[src/bep_pkg.sv]
`timescale 1ns / 1ps

package bep_pkg;

  localparam int MAX_WIDTH_DEF       = 1024;
  localparam int PALETTE_ENTRIES_DEF = 256;
  localparam int SMALL_N             = 4;

  localparam logic OP_PALETTE = 1'b0;
  localparam logic OP_PIXEL   = 1'b1;

  localparam logic [2:0] DEPTH_1  = 3'd0;
  localparam logic [2:0] DEPTH_2  = 3'd1;
  localparam logic [2:0] DEPTH_4  = 3'd2;
  localparam logic [2:0] DEPTH_8  = 3'd3;
  localparam logic [2:0] DEPTH_16 = 3'd4;
  localparam logic [2:0] DEPTH_24 = 3'd5;
  localparam logic [2:0] DEPTH_32 = 3'd6;

  localparam logic [1:0] REG_DEPTH  = 2'd0;
  localparam logic [1:0] REG_RGB565 = 2'd1;
  localparam logic [1:0] REG_COLOR  = 2'd2;
  localparam logic [1:0] REG_WIDTH  = 2'd3;

  localparam logic [7:0] WHITE_LEVEL = 8'h80;
  localparam logic [9:0] WHITE_SUM   = 10'd384;
  localparam logic [7:0] COLOR_LEVEL = 8'hF0;

  typedef struct packed {
    logic white;
    logic colour;
  } pal_ent_t;

  function automatic pal_ent_t classify(logic [7:0] r, logic [7:0] g, logic [7:0] b,
                                        logic col_on);
    pal_ent_t e;
    logic [9:0] sum;
    sum = {2'b00, r} + {2'b00, g} + {2'b00, b};
    if (col_on) begin
      e.white = (r > WHITE_LEVEL) && (g > WHITE_LEVEL) && (b > WHITE_LEVEL);
    end else begin
      e.white = sum > WHITE_SUM;
    end
    e.colour = (r > COLOR_LEVEL) || ((g > COLOR_LEVEL) && (b > COLOR_LEVEL));
    return e;
  endfunction

endpackage

[src/bep_in_if.sv]
`timescale 1ns / 1ps

interface bep_in_if;
  logic       valid;
  logic       ready;
  logic       opcode;
  logic [7:0] palette_index;
  logic [7:0] red_value;
  logic [7:0] green_value;
  logic [7:0] blue_value;
  logic [7:0] data_byte;

  modport source (
    output valid, opcode, palette_index, red_value, green_value, blue_value, data_byte,
    input  ready
  );

  modport sink (
    input  valid, opcode, palette_index, red_value, green_value, blue_value, data_byte,
    output ready
  );
endinterface

[src/bep_out_if.sv]
`timescale 1ns / 1ps

interface bep_out_if;
  logic       valid;
  logic       ready;
  logic [7:0] mono_byte;
  logic [7:0] color_byte;
  logic [6:0] byte_position;
  logic       row_last;

  modport source (
    output valid, mono_byte, color_byte, byte_position, row_last,
    input  ready
  );

  modport sink (
    input  valid, mono_byte, color_byte, byte_position, row_last,
    output ready
  );
endinterface

[src/bep_palette.sv]
`timescale 1ns / 1ps

module bep_palette #(
  parameter int ENTRIES = bep_pkg::PALETTE_ENTRIES_DEF
) (
  input  logic                                         clk,
  input  logic                                         wr_en,
  input  logic [7:0]                                   wr_index,
  input  bep_pkg::pal_ent_t                            wr_ent,
  input  logic                                         rd_en,
  input  logic [7:0]                                   rd_addr0,
  input  logic [7:0]                                   rd_addr1,
  output bep_pkg::pal_ent_t                            rd_ent0,
  output bep_pkg::pal_ent_t                            rd_ent1,
  output bep_pkg::pal_ent_t [bep_pkg::SMALL_N-1:0]     small_ent
);

  localparam int AW = (ENTRIES > 1) ? $clog2(ENTRIES) : 1;

  bep_pkg::pal_ent_t mem [ENTRIES];

  logic wr_ok;
  logic rd_ok0;
  logic rd_ok1;

  assign wr_ok  = {1'b0, wr_index} < 9'(ENTRIES);
  assign rd_ok0 = {1'b0, rd_addr0} < 9'(ENTRIES);
  assign rd_ok1 = {1'b0, rd_addr1} < 9'(ENTRIES);

  always_ff @(posedge clk) begin
    if (wr_en && wr_ok) begin
      mem[wr_index[AW-1:0]] <= wr_ent;
    end
    if (rd_en) begin
      rd_ent0 <= rd_ok0 ? mem[rd_addr0[AW-1:0]] : '0;
      rd_ent1 <= rd_ok1 ? mem[rd_addr1[AW-1:0]] : '0;
    end
  end

  // low entries kept in flops for the 1- and 2-bit depths
  always_ff @(posedge clk) begin
    if (wr_en && wr_ok && (wr_index < 8'(bep_pkg::SMALL_N))) begin
      small_ent[wr_index[1:0]] <= wr_ent;
    end
  end

endmodule

[src/bmp_row_to_epaper_bitplanes.sv]
`timescale 1ns / 1ps

// BMP row bytes to packed e-paper bitplanes (black plane and colour plane).
// feed: one item per cycle; opcode selects a palette entry write or a raw row
// byte. Palette writes are classified and stored as they are accepted and make
// no result. Row bytes are decoded at the configured depth; 1/2/4/8-bit pixels
// go through the palette, 16/24/32-bit pixels are decoded directly.
// result: one item per 8 pixels and at the end of each row, MSB first, with
// the byte index in the row and a last flag. Row padding gives no result.
// Throughput is one item per cycle unless result stalls. A row byte that
// completes an output byte is held in the input stage with the registered
// palette read; the decode/pack logic then loads the output register.
// When result stalls, the output register holds its item; the pack stage keeps
// taking bytes that produce no output and stalls only on the next output byte,
// and feed.ready drops then.
// Reset (rst, synchronous) clears the row state and loads the register
// defaults (32 bpp, 555, mono, 128 pixels). Palette contents are not cleared.
// Registers are written over the APB port with a setup and an access phase.
module bmp_row_to_epaper_bitplanes #(
  parameter int MAX_WIDTH       = bep_pkg::MAX_WIDTH_DEF,
  parameter int PALETTE_ENTRIES = bep_pkg::PALETTE_ENTRIES_DEF
) (
  input  logic        clk,
  input  logic        rst,
  bep_in_if.sink      feed,
  bep_out_if.source   result,
  input  logic        psel,
  input  logic        penable,
  input  logic        pwrite,
  input  logic [3:0]  paddr,
  input  logic [31:0] pwdata,
  output logic [31:0] prdata,
  output logic        pready
);

  localparam int CW   = $clog2(MAX_WIDTH + 1);
  localparam int CMPW = (CW > 11) ? CW : 11;
  localparam int RB   = $clog2(4 * MAX_WIDTH + 1);
  localparam int RSW  = RB + 1;

  // configuration
  logic [2:0]  depth_code;
  logic        rgb565_mode;
  logic        color_enable;
  logic [10:0] image_width;

  logic cfg_wr;
  assign pready = 1'b1;
  assign cfg_wr = psel && penable && pwrite;

  always_ff @(posedge clk) begin
    if (rst) begin
      depth_code   <= bep_pkg::DEPTH_32;
      rgb565_mode  <= 1'b0;
      color_enable <= 1'b0;
      image_width  <= 11'd128;
    end else if (cfg_wr) begin
      case (paddr[3:2])
        bep_pkg::REG_DEPTH:  depth_code   <= pwdata[2:0];
        bep_pkg::REG_RGB565: rgb565_mode  <= pwdata[0];
        bep_pkg::REG_COLOR:  color_enable <= pwdata[0];
        bep_pkg::REG_WIDTH:  image_width  <= pwdata[10:0];
        default: ;
      endcase
    end
  end

  always_comb begin
    case (paddr[3:2])
      bep_pkg::REG_DEPTH:  prdata = {29'd0, depth_code};
      bep_pkg::REG_RGB565: prdata = {31'd0, rgb565_mode};
      bep_pkg::REG_COLOR:  prdata = {31'd0, color_enable};
      bep_pkg::REG_WIDTH:  prdata = {21'd0, image_width};
      default:             prdata = '0;
    endcase
  end

  // effective settings
  logic [2:0]     code;
  logic           col_on;
  logic [CW-1:0]  w_eff;
  logic [CMPW-1:0] iw_x;
  logic [RSW-1:0] wx;
  logic [RSW-1:0] row_bytes;
  logic [RSW-1:0] row_bytes_p3;
  logic [RSW-1:0] row_size;

  always_comb begin
    code   = (depth_code > bep_pkg::DEPTH_32) ? bep_pkg::DEPTH_32 : depth_code;
    col_on = color_enable && (code != bep_pkg::DEPTH_1);
    iw_x   = CMPW'(image_width);
    if (image_width == '0) begin
      w_eff = CW'(1);
    end else if (iw_x > CMPW'(MAX_WIDTH)) begin
      w_eff = CW'(MAX_WIDTH);
    end else begin
      w_eff = CW'(iw_x);
    end
    wx = RSW'(w_eff);
    case (code)
      bep_pkg::DEPTH_1:  row_bytes = (wx + RSW'(7)) >> 3;
      bep_pkg::DEPTH_2:  row_bytes = (wx + RSW'(3)) >> 2;
      bep_pkg::DEPTH_4:  row_bytes = (wx + RSW'(1)) >> 1;
      bep_pkg::DEPTH_8:  row_bytes = wx;
      bep_pkg::DEPTH_16: row_bytes = wx << 1;
      bep_pkg::DEPTH_24: row_bytes = wx + (wx << 1);
      default:           row_bytes = wx << 2;
    endcase
    row_bytes_p3 = row_bytes + RSW'(3);
    row_size     = {row_bytes_p3[RSW-1:2], 2'b00};
  end

  // input stage and palette
  logic feed_acc;
  logic s1_valid;
  logic s1_go;
  logic [7:0] s1_byte;

  bep_pkg::pal_ent_t                        rd_ent0;
  bep_pkg::pal_ent_t                        rd_ent1;
  bep_pkg::pal_ent_t [bep_pkg::SMALL_N-1:0] small_ent;

  assign feed_acc   = feed.valid && feed.ready;
  assign feed.ready = !s1_valid || s1_go;

  bep_palette #(
    .ENTRIES (PALETTE_ENTRIES)
  ) u_palette (
    .clk       (clk),
    .wr_en     (feed_acc && (feed.opcode == bep_pkg::OP_PALETTE)),
    .wr_index  (feed.palette_index),
    .wr_ent    (bep_pkg::classify(feed.red_value, feed.green_value, feed.blue_value,
                                  col_on)),
    .rd_en     (feed_acc && (feed.opcode == bep_pkg::OP_PIXEL)),
    .rd_addr0  ((code == bep_pkg::DEPTH_8) ? feed.data_byte : {4'd0, feed.data_byte[7:4]}),
    .rd_addr1  ({4'd0, feed.data_byte[3:0]}),
    .rd_ent0   (rd_ent0),
    .rd_ent1   (rd_ent1),
    .small_ent (small_ent)
  );

  always_ff @(posedge clk) begin
    if (rst) begin
      s1_valid <= 1'b0;
    end else if (feed_acc && (feed.opcode == bep_pkg::OP_PIXEL)) begin
      s1_valid <= 1'b1;
    end else if (s1_go) begin
      s1_valid <= 1'b0;
    end
  end

  always_ff @(posedge clk) begin
    if (feed_acc) begin
      s1_byte <= feed.data_byte;
    end
  end

  // row state
  logic [1:0]    phase;
  logic [23:0]   partial;
  logic [CW-1:0] col;
  logic [RB-1:0] rbc;
  logic [7:0]    mono_acc;
  logic [7:0]    color_acc;

  logic [1:0]    phase_next;
  logic [23:0]   partial_next;
  logic [CW-1:0] col_next;
  logic [RB-1:0] rbc_next;
  logic [7:0]    mono_acc_next;
  logic [7:0]    color_acc_next;

  // decode / pack
  logic [2:0]   ph_sum;
  logic [2:0]   need;
  logic [23:0]  part_upd;
  logic         complete;
  logic [7:0]   pr;
  logic [7:0]   pg;
  logic [7:0]   pb;
  bep_pkg::pal_ent_t direct_ent;
  bep_pkg::pal_ent_t lane_ent;
  logic         col_ok;
  logic         pal_mode;
  logic [1:0]   sidx;
  logic         active;
  logic         blocked;
  logic         proc_k;
  logic         at_end;
  logic [CW:0]  col_k;
  logic [3:0]   cnt;
  logic [7:0]   bitmask;
  logic [7:0]   mono_clr;
  logic [7:0]   color_clr;
  logic         emit;
  logic         emit_last;
  logic [7:0]   mono_new;
  logic [7:0]   color_new;
  logic [CW+6:0] col_ext;
  logic [RSW-1:0] rbc_inc;
  logic         restart;

  always_comb begin
    ph_sum   = {1'b0, phase} + 3'd1;
    need     = (code == bep_pkg::DEPTH_16) ? 3'd2 :
               ((code == bep_pkg::DEPTH_24) ? 3'd3 : 3'd4);
    part_upd = partial;
    case (phase)
      2'd0:    part_upd[7:0]   = s1_byte;
      2'd1:    part_upd[15:8]  = s1_byte;
      2'd2:    part_upd[23:16] = s1_byte;
      default: ;
    endcase
    complete = ph_sum >= need;

    if (code == bep_pkg::DEPTH_16) begin
      pb = {part_upd[4:0], 3'b000};
      if (rgb565_mode) begin
        pg = {part_upd[10:8], part_upd[7:5], 2'b00};
        pr = {part_upd[15:11], 3'b000};
      end else begin
        pg = {part_upd[9:8], part_upd[7:5], 3'b000};
        pr = {part_upd[14:10], 3'b000};
      end
    end else begin
      pb = part_upd[7:0];
      pg = part_upd[15:8];
      pr = part_upd[23:16];
    end
    direct_ent = bep_pkg::classify(pr, pg, pb, col_on);

    col_ok   = col < w_eff;
    pal_mode = code <= bep_pkg::DEPTH_8;

    blocked   = 1'b0;
    cnt       = '0;
    mono_clr  = '0;
    color_clr = '0;
    emit      = 1'b0;
    emit_last = 1'b0;
    for (int k = 0; k < 8; k++) begin
      lane_ent = '0;
      active   = 1'b0;
      sidx     = '0;
      if (pal_mode) begin
        case (code)
          bep_pkg::DEPTH_1: begin
            active = 1'b1;
            sidx   = {1'b0, s1_byte[7-k]};
          end
          bep_pkg::DEPTH_2: begin
            active = k < 4;
            sidx   = 2'(s1_byte >> (2 * (3 - (k & 3))));
          end
          bep_pkg::DEPTH_4: begin
            active   = k < 2;
            lane_ent = (k == 0) ? rd_ent0 : rd_ent1;
          end
          default: begin
            active   = k == 0;
            lane_ent = rd_ent0;
          end
        endcase
        if ((code == bep_pkg::DEPTH_1) || (code == bep_pkg::DEPTH_2)) begin
          lane_ent = (9'(sidx) < 9'(PALETTE_ENTRIES)) ? small_ent[sidx] : '0;
        end
      end else begin
        active   = (k == 0) && complete;
        lane_ent = direct_ent;
      end
      proc_k  = active && col_ok && !blocked;
      col_k   = (CW+1)'(col) + (CW+1)'(k);
      at_end  = (col_k + (CW+1)'(1)) >= (CW+1)'(w_eff);
      bitmask = 8'h80 >> (col[2:0] + 3'(k));
      if (proc_k) begin
        cnt = cnt + 4'd1;
        if (!lane_ent.white) begin
          if (lane_ent.colour && col_on) begin
            color_clr = color_clr | bitmask;
          end else begin
            mono_clr = mono_clr | bitmask;
          end
        end
        if ((col_k[2:0] == 3'd7) || at_end) begin
          emit      = 1'b1;
          emit_last = at_end;
          blocked   = 1'b1;
        end
      end
    end

    mono_new  = mono_acc & ~mono_clr;
    color_new = color_acc & ~color_clr;
    col_ext   = {7'd0, col};

    col_next       = col + CW'(cnt);
    mono_acc_next  = emit ? 8'hFF : mono_new;
    color_acc_next = emit ? 8'hFF : color_new;
    phase_next     = phase;
    partial_next   = partial;
    if (!pal_mode && col_ok) begin
      phase_next   = complete ? 2'd0 : ph_sum[1:0];
      partial_next = part_upd;
    end

    rbc_inc  = RSW'(rbc) + RSW'(1);
    restart  = rbc_inc >= row_size;
    rbc_next = rbc_inc[RB-1:0];
    if (restart) begin
      phase_next     = '0;
      partial_next   = '0;
      col_next       = '0;
      rbc_next       = '0;
      mono_acc_next  = 8'hFF;
      color_acc_next = 8'hFF;
    end
  end

  logic       out_valid;
  logic [7:0] out_mono;
  logic [7:0] out_color;
  logic [6:0] out_pos;
  logic       out_last;

  assign s1_go = s1_valid && (!emit || !out_valid || result.ready);

  always_ff @(posedge clk) begin
    if (rst) begin
      phase     <= '0;
      partial   <= '0;
      col       <= '0;
      rbc       <= '0;
      mono_acc  <= 8'hFF;
      color_acc <= 8'hFF;
    end else if (s1_go) begin
      phase     <= phase_next;
      partial   <= partial_next;
      col       <= col_next;
      rbc       <= rbc_next;
      mono_acc  <= mono_acc_next;
      color_acc <= color_acc_next;
    end
  end

  always_ff @(posedge clk) begin
    if (rst) begin
      out_valid <= 1'b0;
    end else if (s1_go && emit) begin
      out_valid <= 1'b1;
    end else if (result.ready) begin
      out_valid <= 1'b0;
    end
  end

  always_ff @(posedge clk) begin
    if (s1_go && emit) begin
      out_mono  <= mono_new;
      out_color <= color_new;
      out_pos   <= col_ext[9:3];
      out_last  <= emit_last;
    end
  end

  assign result.valid         = out_valid;
  assign result.mono_byte     = out_mono;
  assign result.color_byte    = out_color;
  assign result.byte_position = out_pos;
  assign result.row_last      = out_last;

endmodule

[src/flat_wrapper.sv]
// flat-port wrapper written by rule: the top's interface ports become plain ports
module bmp_row_to_epaper_bitplanes_flat 
#(
  parameter int MAX_WIDTH       = bep_pkg::MAX_WIDTH_DEF,
  parameter int PALETTE_ENTRIES = bep_pkg::PALETTE_ENTRIES_DEF
)
  (clk, rst, psel, penable, pwrite, paddr, pwdata, prdata, pready, feed_valid, feed_opcode, feed_palette_index, feed_red_value, feed_green_value, feed_blue_value, feed_data_byte, feed_ready, result_valid, result_mono_byte, result_color_byte, result_byte_position, result_row_last, result_ready);
  bep_in_if feed_i ();
  bep_out_if result_i ();
  input  logic clk;
  input  logic rst;
  input  logic psel;
  input  logic penable;
  input  logic pwrite;
  input  logic [3:0] paddr;
  input  logic [31:0] pwdata;
  output logic [31:0] prdata;
  output logic pready;
  input wire logic [$bits(feed_i.valid)-1:0] feed_valid;
  input wire logic [$bits(feed_i.opcode)-1:0] feed_opcode;
  input wire logic [$bits(feed_i.palette_index)-1:0] feed_palette_index;
  input wire logic [$bits(feed_i.red_value)-1:0] feed_red_value;
  input wire logic [$bits(feed_i.green_value)-1:0] feed_green_value;
  input wire logic [$bits(feed_i.blue_value)-1:0] feed_blue_value;
  input wire logic [$bits(feed_i.data_byte)-1:0] feed_data_byte;
  output wire logic [$bits(feed_i.ready)-1:0] feed_ready;
  output wire logic [$bits(result_i.valid)-1:0] result_valid;
  output wire logic [$bits(result_i.mono_byte)-1:0] result_mono_byte;
  output wire logic [$bits(result_i.color_byte)-1:0] result_color_byte;
  output wire logic [$bits(result_i.byte_position)-1:0] result_byte_position;
  output wire logic [$bits(result_i.row_last)-1:0] result_row_last;
  input wire logic [$bits(result_i.ready)-1:0] result_ready;
  assign feed_i.valid = feed_valid;
  assign feed_i.opcode = feed_opcode;
  assign feed_i.palette_index = feed_palette_index;
  assign feed_i.red_value = feed_red_value;
  assign feed_i.green_value = feed_green_value;
  assign feed_i.blue_value = feed_blue_value;
  assign feed_i.data_byte = feed_data_byte;
  assign feed_ready = feed_i.ready;
  assign result_valid = result_i.valid;
  assign result_mono_byte = result_i.mono_byte;
  assign result_color_byte = result_i.color_byte;
  assign result_byte_position = result_i.byte_position;
  assign result_row_last = result_i.row_last;
  assign result_i.ready = result_ready;
  bmp_row_to_epaper_bitplanes #(.MAX_WIDTH(MAX_WIDTH), .PALETTE_ENTRIES(PALETTE_ENTRIES)) u_core (.clk(clk), .rst(rst), .feed(feed_i), .result(result_i), .psel(psel), .penable(penable), .pwrite(pwrite), .paddr(paddr), .pwdata(pwdata), .prdata(prdata), .pready(pready));
endmodule
[config.mk]
export PLATFORM = sky130hd
export DESIGN_NAME = bmp_row_to_epaper_bitplanes_flat
export DESIGN_NICKNAME = d
export VERILOG_FILES = /design/src/bep_pkg.sv /design/src/bep_in_if.sv /design/src/bep_out_if.sv /design/src/bep_palette.sv /design/src/bmp_row_to_epaper_bitplanes.sv /design/src/flat_wrapper.sv
export SDC_FILE = /design/constraint.sdc
export NUM_CORES = 1
export LEC_CHECK = 0
export BUFFER_PORTS_ARGS = -buffer_cell sky130_fd_sc_hd__buf_4
export CAP_MARGIN = 30
export CORE_ASPECT_RATIO = 1.2
export CORE_MARGIN = 4
export CORE_UTILIZATION = 40
export CTS_BUF_LIST = sky130_fd_sc_hd__clkbuf_4 sky130_fd_sc_hd__clkbuf_8
export CTS_CLUSTER_DIAMETER = 60
export DETAILED_ROUTE_END_ITERATION = 16
export PLACE_DENSITY_LB_ADDON = 0.08
export SLEW_MARGIN = 25
export SYNTH_ARGS = -nofsm -noshare
export SYNTH_HDL_FRONTEND = slang
export SYNTH_SLANG_ARGS = --single-unit
[constraint.sdc]
create_clock -name clk -period 17.5 [get_ports clk]
set_input_delay 0.875 -clock clk [delete_from_list [all_inputs] [get_ports clk]]
set_output_delay 0.875 -clock clk [all_outputs]
set_load 0.005 [all_outputs]
## Yosys cells after proc, flatten, opt, wreduce, memory -nomap -nowiden

Memories as Yosys holds them, arrays and structs flattened. A register that Yosys moved wholly into a read port is not among the register bits.
Index checks and enable logic that the tools add are counted.

| cells by class | value |
|---|---|
| $add $sub $neg | 40 |
| magnitude comparators | 39 |
| equal/unequal tests | 18 |
| shift operators | 8 |
| mux-type cells | 183 |
| bitwise logic cells | 19 |
| reduce and logical (&&, ||, !) cells | 76 |

Operator list:

| operator | count |
|---|---|
| 8-bit 2-to-1 mux | 61 |
| 32-bit one-hot mux with 4 select lines | 1 |
| 8-bit OR | 14 |
| 12-bit by 11-bit greater-or-equal comparator with 1-bit output | 8 |
| 8-bit greater-than comparator, second input constant | 12 |
| 12-bit by 1-bit adder with 12-bit output, second input constant | 7 |
| 14-bit one-hot mux with 6 select lines | 1 |
| 2-bit 2-to-1 mux | 37 |
| 8-bit by 3-bit >> shifter with 8-bit output, first input constant | 8 |
| 11-bit by 3-bit adder with 12-bit output, second input constant | 5 |
| 1-bit 2-to-1 mux | 48 |
| 24-bit 2-to-1 mux | 2 |
| 11-bit by 2-bit adder with 12-bit output, second input constant | 3 |
| 1-bit logical AND | 36 |
| 2-bit one-hot mux with 2 select lines | 9 |
| 11-bit 2-to-1 mux | 3 |
| 2-bit binary-select mux with 2-bit select | 8 |
| 3-bit equality test, second input constant | 10 |
| 4-bit 2-to-1 mux | 7 |
| 2-bit by 3-bit < comparator with 1-bit output, second input constant | 9 |
| 11-bit by 1-bit adder with 12-bit output, second input constant | 2 |
| 4-bit by 1-bit adder with 4-bit output, second input constant | 6 |
| 10-bit by 8-bit adder with 10-bit output | 2 |
| 10-bit by 9-bit greater-than comparator with 1-bit output, second input constant | 2 |
| 39 further kinds | 82 |

| word-level totals | value |
|---|---|
| register bits | 124 |
| RAM bits | 512 |
| bits of input ports | 84 |
| output and inout bits | 59 |
| word-level logic and storage cells | 409 |
| memories | 1 |

Memory list:

| name | words | width | rd ports | clocked after memory_dff | wr ports | line | source |
|---|---|---|---|---|---|---|---|
| u_core.u_palette.mem | 256 | 2 | 2 | 2 | 1 | bep_palette.sv:20 | `bep_pkg::pal_ent_t mem [ENTRIES];` |

## Logic depth before layout (Yosys ltp)

Gate-level depths: netlist of run 1.

| logic depth | value |
|---|---|
| depth in word-level cells | 45 |
| gate-level depth with buffers | 44 |
| depth with buffers taken out | 43 |

## By module

A second synthesis of run 1 with hierarchy kept.

| unflattened totals | value |
|---|---|
| cells, all modules | 3,616 |
| area, all modules | 41,563.6 µm² |

By module, submodules not included:

| module | instances | cells an instance | area each (µm²) | seq. area each (µm²) |
|---|---|---|---|---|
| bep_palette | 1 | 1,682 | 25,949.9 | 15,735.1 |
| bmp_row_to_epaper_bitplanes | 1 | 1,934 | 15,613.7 | 2,642.5 |

## Worst setup path before layout of run 1

OpenSTA, ideal clock, no wires.

| timing path | value |
|---|---|
| path type | input to register |
| start | input feed_red_value[5] |
| end | memory u_core.u_palette.mem[0][0] (netlist name) (data pin) |
| library setup time | 2,218 ps |
| arrival | 11,035 ps |
| required time | 15,282 ps |
| slack | 4,247 ps |
| cell stages on the path | 2 |
| path buffers | 0 |
| cells stage by stage | nand4_1 > o21ai_0 |

RTL lines:

| element | line | source |
|---|---|---|
| start: declaration | flat_wrapper.sv:22 | `input wire logic [$bits(feed_i.red_value)-1:0] feed_red_value;` |
| end: declaration | bep_palette.sv:20 |  |

## Worst setup path in the final report of run 1

| timing path | value |
|---|---|
| start | register u_core.image_width[10] |
| end | register u_core.col[5] |

| on the way | value |
|---|---|
| word-level cells in the longest chain between the ends | 32 |
| elaborated cells between the ends (all ways) | 83 |
| those cells by class | add/sub: 13; order compare: 11; mux: 28; reduce/logical: 31 |

RTL lines:

| element | line | source |
|---|---|---|
| start: declaration | bmp_row_to_epaper_bitplanes.sv:45 | `logic [10:0] image_width;` |
| start signal: assignment | bmp_row_to_epaper_bitplanes.sv:62 | `bep_pkg::REG_WIDTH: image_width <= pwdata[10:0];` |
| 11-bit greater-than comparator | bmp_row_to_epaper_bitplanes.sv:94 | `end else if (iw_x > CMPW'(MAX_WIDTH)) begin` |
| 11-bit 2-to-1 mux | bmp_row_to_epaper_bitplanes.sv:94 |  |
| 11-bit 2-to-1 mux (*) | bmp_row_to_epaper_bitplanes.sv:92 | `if (image_width == '0) begin` |
| branches (longest 29 deep; another with 12-bit by 11-bit greater-or-equal comparator with 1-bit output) | - |  |
| end signal: assignment | bmp_row_to_epaper_bitplanes.sv:338 | `col <= col_next;` |
| end: declaration | bmp_row_to_epaper_bitplanes.sv:161 | `logic [CW-1:0] col;` |

Every way passes the cells marked *.
A chain may end at the register's enable or synchronous reset.

==> results.md, run 1 <==
* Run status: complete, no violations
* Most instantiated cells after synthesis: 556 x edfxtp_1, 244 x nand2_1, 192 x ha_1
* Worst Setup Path Type: flip-flop to flip-flop
* Time the final worst path needs with I/O delays and setup at between 10 and 15 ns
* Post-detailed-route count of antenna-violating nets at 0
* Dominant synthesized flop cell: edfxtp_1
* Count of filler cells inserted in the layout at 9126
* Synthesized netlist cell count at between 3000 and 4000
* Proportion of synthesized chip area in sequential cells at 46.4%
* Number of antenna violations at the first check in global routing at 3
* Cell with the most instances after synthesis: edfxtp_1
* Count of state elements after synthesis at 640
* Boundary Pins at between 100 and 150
* Clock sink total at 640
* Worst-skew pair later-pin latency at 0.72 ns
* Max-cap viol count at 0
* Slew at the pin closest to its max-slew limit at around 1 ns
* Number of buffers inserted to repair setup after CTS at 0
* Drt wl/cell at approximately 25 um
* Cell area after technology mapping at between 0.03 and 0.04 sq mm
* Worst EP required at 18.14 ns
* Share of power burned in the clock network at between 30% and 40%
* Area of the die at 0.104 sq mm
* Final layout net count at roughly 3600
* Period utilization at between 50% and 60%
* Max Fanout on Critical Path at 15
* Worst IR drop on VDD at about 0.058 mV
* Most area-consuming cells after synthesis: edfxtp_1 42%, mux4_2 8.1%, ha_1 6.1%
* Hold Path Class: input pin to flip-flop
* Power density normalized to cell area at 79.9 mW/mm^2
* Unrepaired setup endpoints after global routing: no
* Share of flip-flops with an asynchronous set or reset at 0%
* Number of enable flip-flop cells after synthesis at around 560
* Level count of the clock H-tree at 3
* First-pass iteration count of the detailed router at 7
* Relative slew margins at 32.6%
* Overall routing resource usage at around 22%
* Number of library cell types mapped by synthesis at ~100
* Final weighted congestion of routability-driven global placement at between 0.9 and 1
* Clk Tree Root Cell: clkbuf_8
* Design Power at 0.00350 W
* DP HPWL at about 76000 um
* Die Ht at 353 um
* Pin count of the biggest net entering global routing at ~240
* Post-synth top area cell: edfxtp_1
* Post-CTS clock slew at the launch and capture registers of the worst setup and hold paths at around 0.06 ns
* Number of placement rows at roughly 130
* Library cell contributing the largest single delay on the critical path: o41ai_1
* Endpoints failing setup at 0
* Maximum clock rate at 98.7 MHz
* Vias at 28413
* Number of synthesis warnings at 0
* Largest incremental delay on the critical path at roughly 0.87 ns
* Via-per-instance ratio at between 6 and 7
* Total core area at 0.0984 sq mm
* Switching share of power at 25.8%
* Static Leakage at about 14 nW
* Setup TNS after final layout at 0 ns
* Syn-to-layout area delta at 10.5%
* Post-CTS Hold Fix Bufs at 0
* Area fraction of the dominant cell type after synthesis at between 40 and 50%
* Via count of the first global-routing pass at a little under 30000
* Initial DRC count at about 1900
* Net load switching power at 0.000904 W
* Data arrival time of the critical path at about 11 ns
* GR Overflow Total at 0
* Combinational share of power at between 10% and 20%
* Cell-internal power at about 0.0026 W
* Count of port buffers added during placement at between 90 and 100
* Critical path's most frequent cell: ha_1
* Critical Path Sink Type: flip-flop
* First-pass GRT wire length at around 180000 um
* Register share of total power at roughly 50%
* Effective utilization at floorplan at around 40%
* Number of gates given a new drive strength after cts at 0
* Final Max Tran Viols at 0
* CTS Buf Count at ~110
* Worst clock skew at between 0.02 and 0.03 ns
* Remaining design rule violation count at 0
* Die span in x at approximately 300 um
* Avg Synthesized Cell Area at about 12 sq um
* Element type at the critical path start: flip-flop
* Total detailed-routing wirelength at 117000 um
* TritonCTS clock tree: built
* Max clock buf depth at 3
* Share of cells above drive strength 1 at between 20% and 30%
* Final count of hold timing violations at 0
==> state kept, by name, indices dropped and copies added, names as in the netlist, 3 cells and up <==
| name | count |
|---|---|
| u_core.result.color_byte | 8 |
| u_core.result.byte_position | 7 |
| u_core.image_width | 11 |
| u_core.color_acc | 8 |
| u_core.rbc | 13 |
| u_core.s1_byte | 8 |
| u_core.col | 11 |
| u_core.u_palette.mem | 512 |
| u_core.depth_code | 3 |
| u_core.mono_acc | 8 |
| u_core.result.mono_byte | 8 |
| u_core.partial | 24 |
| u_core.u_palette.small_ent | 8 |
==> cells in the final DEF, fill, tap and decap left out, types with 37 or more instances in the layout <==
master / netlist / layout
a31oi_1: 42 / 42
mux2i_1: 89 / 85
clkbuf_8: 0 / 121
nor4_1: 92 / 91
nor4_2: 190 / 191
xnor2_1: 125 / 125
a21oi_1: 151 / 150
a211oi_1: 59 / 58
nand2_1: 244 / 241
nor2b_1: 37 / 37
dfxtp_1: 84 / 83
ha_1: 192 / 192
xor2_1: 52 / 52
nor3_1: 52 / 50
mux4_2: 143 / 143
edfxtp_1: 556 / 556
nor2_1: 154 / 153
buf_4: 24 / 152
inv_1: 89 / 88
o21ai_0: 101 / 100
nand3_1: 61 / 57
and2_1: 47 / 47
==> critical path, delay by kind of cell, from the launching register on <==
family	cells	cell delay, ns
xor+xnor	1	0.19
flops	1	0.29
simple gates	8	2.36
compound gates	10	2.43
mux	4	0.95
fa+ha+maj	8	2.66
buf+inv	6	1.17
==> routing by layer <==
metal | part of all wire, % | global-route usage [%]
met1 | 40 | 26.5
met2 | 52 | 39.9
met3 | 4.3 | 3.03
met4 | 4.0 | 8.98
met5 | 0.010 | 0
==> power by group through the flow <==
stage | logic [W] | registers [W] | clock network (W)
after CTS | 0.000376 | 0.00174 | 0.00143
after global placement | 0.000365 | 0.00177 | 0
after floorplan | 0.000249 | 0.00180 | 0
final | 0.000371 | 0.00174 | 0.00139
after detailed placement | 0.000374 | 0.00177 | 0
after global routing | 0.000408 | 0.00174 | 0.00152
==> final timing paths <==
check                    startpoint                    end  slack, ns  depth (start not counted)
max          u_core.image_width[10]          u_core.col[5]       7.37                         37
min                       pwdata[7]  u_core.image_width[7]       0.39                          3
max reg2reg  u_core.image_width[10]          u_core.col[5]       7.37                         37
min reg2reg          u_core.rbc[12]         u_core.rbc[12]       0.45                          2
==> cell type report <==
class | instances | area, sq um | share of cell area [%]
antenna | 3 | 7.51 | 0.0172
clock buffer | 148 | 1870 | 4.27
clock inverter | 58 | 403 | 0.921
inverter | 95 | 362 | 0.826
multi-input combinational | 2330 | 19700 | 45.1
sequential | 640 | 18400 | 42.0
tap | 1280 | 1600 | 3.66
timing repair buffer | 167 | 1390 | 3.19
==> kinds of logic (layout without fill, tap and decap cells) <==
family / after synthesis / in the layout / share of synthesized area (%)
buf+inv: 373 / 468 / 4.34
mux: 242 / 242 / 10.7
simple gates: 1054 / 1054 / 17.2
other cells: 2 / 26 / 0.0190
fa+ha+maj: 200 / 200 / 6.42
xor+xnor: 177 / 177 / 3.92
compound gates: 634 / 634 / 11.0
flops: 640 / 640 / 46.4
==> through the flow <==
stage                     hold slack [ns]  cells  utilization, %  setup slack [ns]  cell area, sq um
after global placement              0.438   4502            42.0              7.64             41300
final                               0.387   4721            44.5              7.37             43800
after CTS                           0.305   4712            44.3              7.57             43600
after detailed placement            0.447   4506            42.0              7.61             41400
after floorplan                     0.424   3343               -              4.25             39700
after global routing                0.322   4719            44.5              6.89             43800
(Power assumes the default switching activity.)
==> inputs of run 2 (changes only) <==
==> constraint.sdc (replaced) <==
create_clock -name clk -period 8.1 [get_ports clk]
set_input_delay 0.405 -clock clk [delete_from_list [all_inputs] [get_ports clk]]
set_output_delay 0.405 -clock clk [all_outputs]
set_load 0.005 [all_outputs]
==> run 2 against run 1 <==
  * First-iteration DRC count up 5.8%
  * Setup slack got worse by 6.9 ns
  * Total power up 120%
  * Sequential share of layout area is 1.0 points lower
  * Global-route usage up 0.67 points
  * Highest routed layer unchanged
  * Non-clock buffer count up 108
  * Via count up 1.6%
  * Final area is 2.6% higher
  * Register-to-register slack got worse by 6.9 ns
==> results.md, run 2 (same netlist as run 1, synthesis figures left out) <==
* Worst-skew pair later-pin latency at between 0.7 and 0.8 ns
* Met1 demand-to-capacity share in global routing at around 28%
* Syn-to-layout area delta at 13.3%
* Share of cells above drive strength 1 at between 20% and 30%
* Most used cells in the layout excluding fill and tap cells: 556 x edfxtp_1, 238 x nand2_1, 235 x buf_4
* Critical path's most frequent cell: ha_1
* Minimum setup slack after placement at -0.127 ns
* Die span in x at between 200 and 300 um
* Clock sink total at 640
* Worst IR drop on VDD at between 0.15 and 0.2 mV
* Max-cap viol count at 0
* Multi-input gate area at roughly 0.02 sq mm
* Max clock buf depth at 3
* Run status: complete, no violations
* Power density normalized to cell area at 168 mW/mm^2
* Time the final worst path needs with I/O delays and setup at 7.64 ns
* End point of the most critical hold path: u_core.rgb565_mode
* Setup TNS after final layout at 0 ns
* Library cell contributing the largest single delay on the critical path: dfxtp_4
* Source of the worst register-to-register timing path: u_core.col[2]
* First-pass GRT wire length at about 180000 um
* Capture instance of the worst register-to-register path: u_core.col[10]
* Post-CTS clock slew at the launch and capture registers of the worst setup and hold paths at ~0.06 ns
* Number of antenna violations at the first check in global routing at 4
* Max Fanout on Critical Path at 7
* Count of port buffers added during placement at 97
* Final layout net count at 3735
* Level count of the clock H-tree at 3
* Commonest non-fill, non-tap cell in the layout: edfxtp_1
* Slew at the pin closest to its max-slew limit at 1.01 ns
* Worst Setup Path Type: flip-flop to flip-flop
* Global-route met2 utilization at 40.5%
* Vias at 28872
* Data arrival time of the critical path at just over 8 ns
* Period utilization at a little over nine tenths
* Die Ht at 353 um
* Via-per-instance ratio at about 6.0
* TritonCTS clock tree: built
* WP depth at 42
* Top delay family on crit path: adder cells
* Remaining design rule violation count at 0
* Boundary Pins at 143
* Effective utilization at floorplan at slightly above 40%
* Busiest layer in global routing: met2
* Element type at the critical path start: flip-flop
* Post-detailed-route count of antenna-violating nets at 0
* Worst EP required at between 8 and 9 ns
* Endpoints failing setup at 0
* Relative slew margins at about a third
* Total core area at 0.0984 sq mm
* Met3 usage at a little under 3%
* Sequential standard cell area at roughly 0.018 sq mm
* Final weighted congestion of routability-driven global placement at just over 0.9
* Bufs and invs on worst path at 6
* Largest register FFs at between 500 and 600
* Reg2reg path depth at 42
* Count of filler cells inserted in the layout at a little over 9000
* Overall routing resource usage at between 20% and 30%
* Design Power at around 0.0076 W
* Area of all placed cells without fillers at around 0.045 sq mm
* Total detailed-routing wirelength at 121000 um
* Largest incremental delay on the critical path at roughly 0.38 ns
* Critical Path Sink Type: flip-flop
* Worst hold path stage count at 4
* GR Overflow Total at 0
* Final Max Tran Viols at 0
* DP HPWL at 79200 um
* Clk Tree Root Cell: clkbuf_8
* Final core area utilization at 45.6%
* Number of placement rows at 126
* CTS Buf Count at ~110
* Setup slack after layout at 0.456 ns
* Worst clock skew at between 0.03 and 0.04 ns
* Setup slack on the worst flop-to-flop path at ~0.46 ns
* Area post-placement at 0.0421 sq mm
* Pin count of the biggest net entering global routing at ~240
* Via count of the first global-routing pass at about 30000
* Static Leakage at 14.7 nW
* Drt wl/cell at roughly 25 um
* Hold Path Class: input pin to flip-flop
* Critical hold path startpoint: paddr[3]
* Area of the die at between 0.1 and 0.15 sq mm
* Maximum clock rate at ~130 MHz
* First-pass iteration count of the detailed router at 6
* Initial DRC count at 2054
* Final count of hold timing violations at 0
## run 2: cell count changes in the layout (fill, tap and decap cells not counted), moves of 5 or more
cell,before,now
buf_4,152,235
dlygate4sd3_1,0,21
clkbuf_8,121,112
buf_12,3,11
clkinv_1,31,37
dfxtp_1,83,77
a21oi_1,150,145
a21oi_2,3,8
## run 2: how the worst max path moves through the flow
stage | slack [ns] | startpoint | end
final | 0.46 | u_core.col[2] | u_core.col[10]
after floorplan | 0.008 | u_core.col[2] | u_core.col[5]
after CTS | 0.0001 | u_core.col[2] | u_core.col[9]
after global routing | -0.04 | u_core.col[2] | u_core.col[10]
after detailed placement | -0.13 | u_core.image_width[6] | u_core.col[10]
after global placement | 0.03 | u_core.image_width[6] | u_core.col[5]
## run 2: per-layer routing
layer	vias to the layer above	wire length, um
met5	-	27
met4	4	4940
met3	265	5600
met2	840	62100
met1	14538	48500
li1	13225	-
## run 2: power breakdown
group	internal (W)	switching [W]
Clock	0.00156	0.00141
Sequential	0.00373	0.0000188
Combinational	0.000254	0.000573
## run 2: metrics by stage
step,std cells,hold slack (ns)
2_1_floorplan,3343,0.424
3_3_place_gp,4586,0.437
3_5_place_dp,4589,0.442
4_1_cts,4818,0.0195
5_1_grt,4829,0.133
6_report,4831,0.109
## run 2: cell type report
type / count / area share [%]
Tap cell: 1280 / 3.57
Multi-Input combinational cell: 2330 / 44.5
Sequential cell: 640 / 41.0
Clock buffer: 139 / 3.89
Timing Repair Buffer: 275 / 5.15
Antenna cell: 3 / 0.0167
Clock inverter: 69 / 1.06
Inverter: 95 / 0.814
## run 2: worst register-to-register path, delay by kind of cell (launching register included)
family	cells	cell delay (ns)
AOI/OAI and AO/OA	11	1.48
xor gates and xnor gates	3	0.43
adders and majority gates	9	2.44
buffers and inverters	6	0.60
DFF	1	0.38
muxes	3	0.55
and+or+nand+nor	10	1.62
## run 2: repair_timing
item | in CTS | in global routing
buffers inserted | 0 | 8
endpoints found under the hold margin | 26 | 0
setup endpoints to repair | 6 | 9
pin swaps | 0 | 14
hold buffers | 21 | 0
resized for setup | 1 | 61
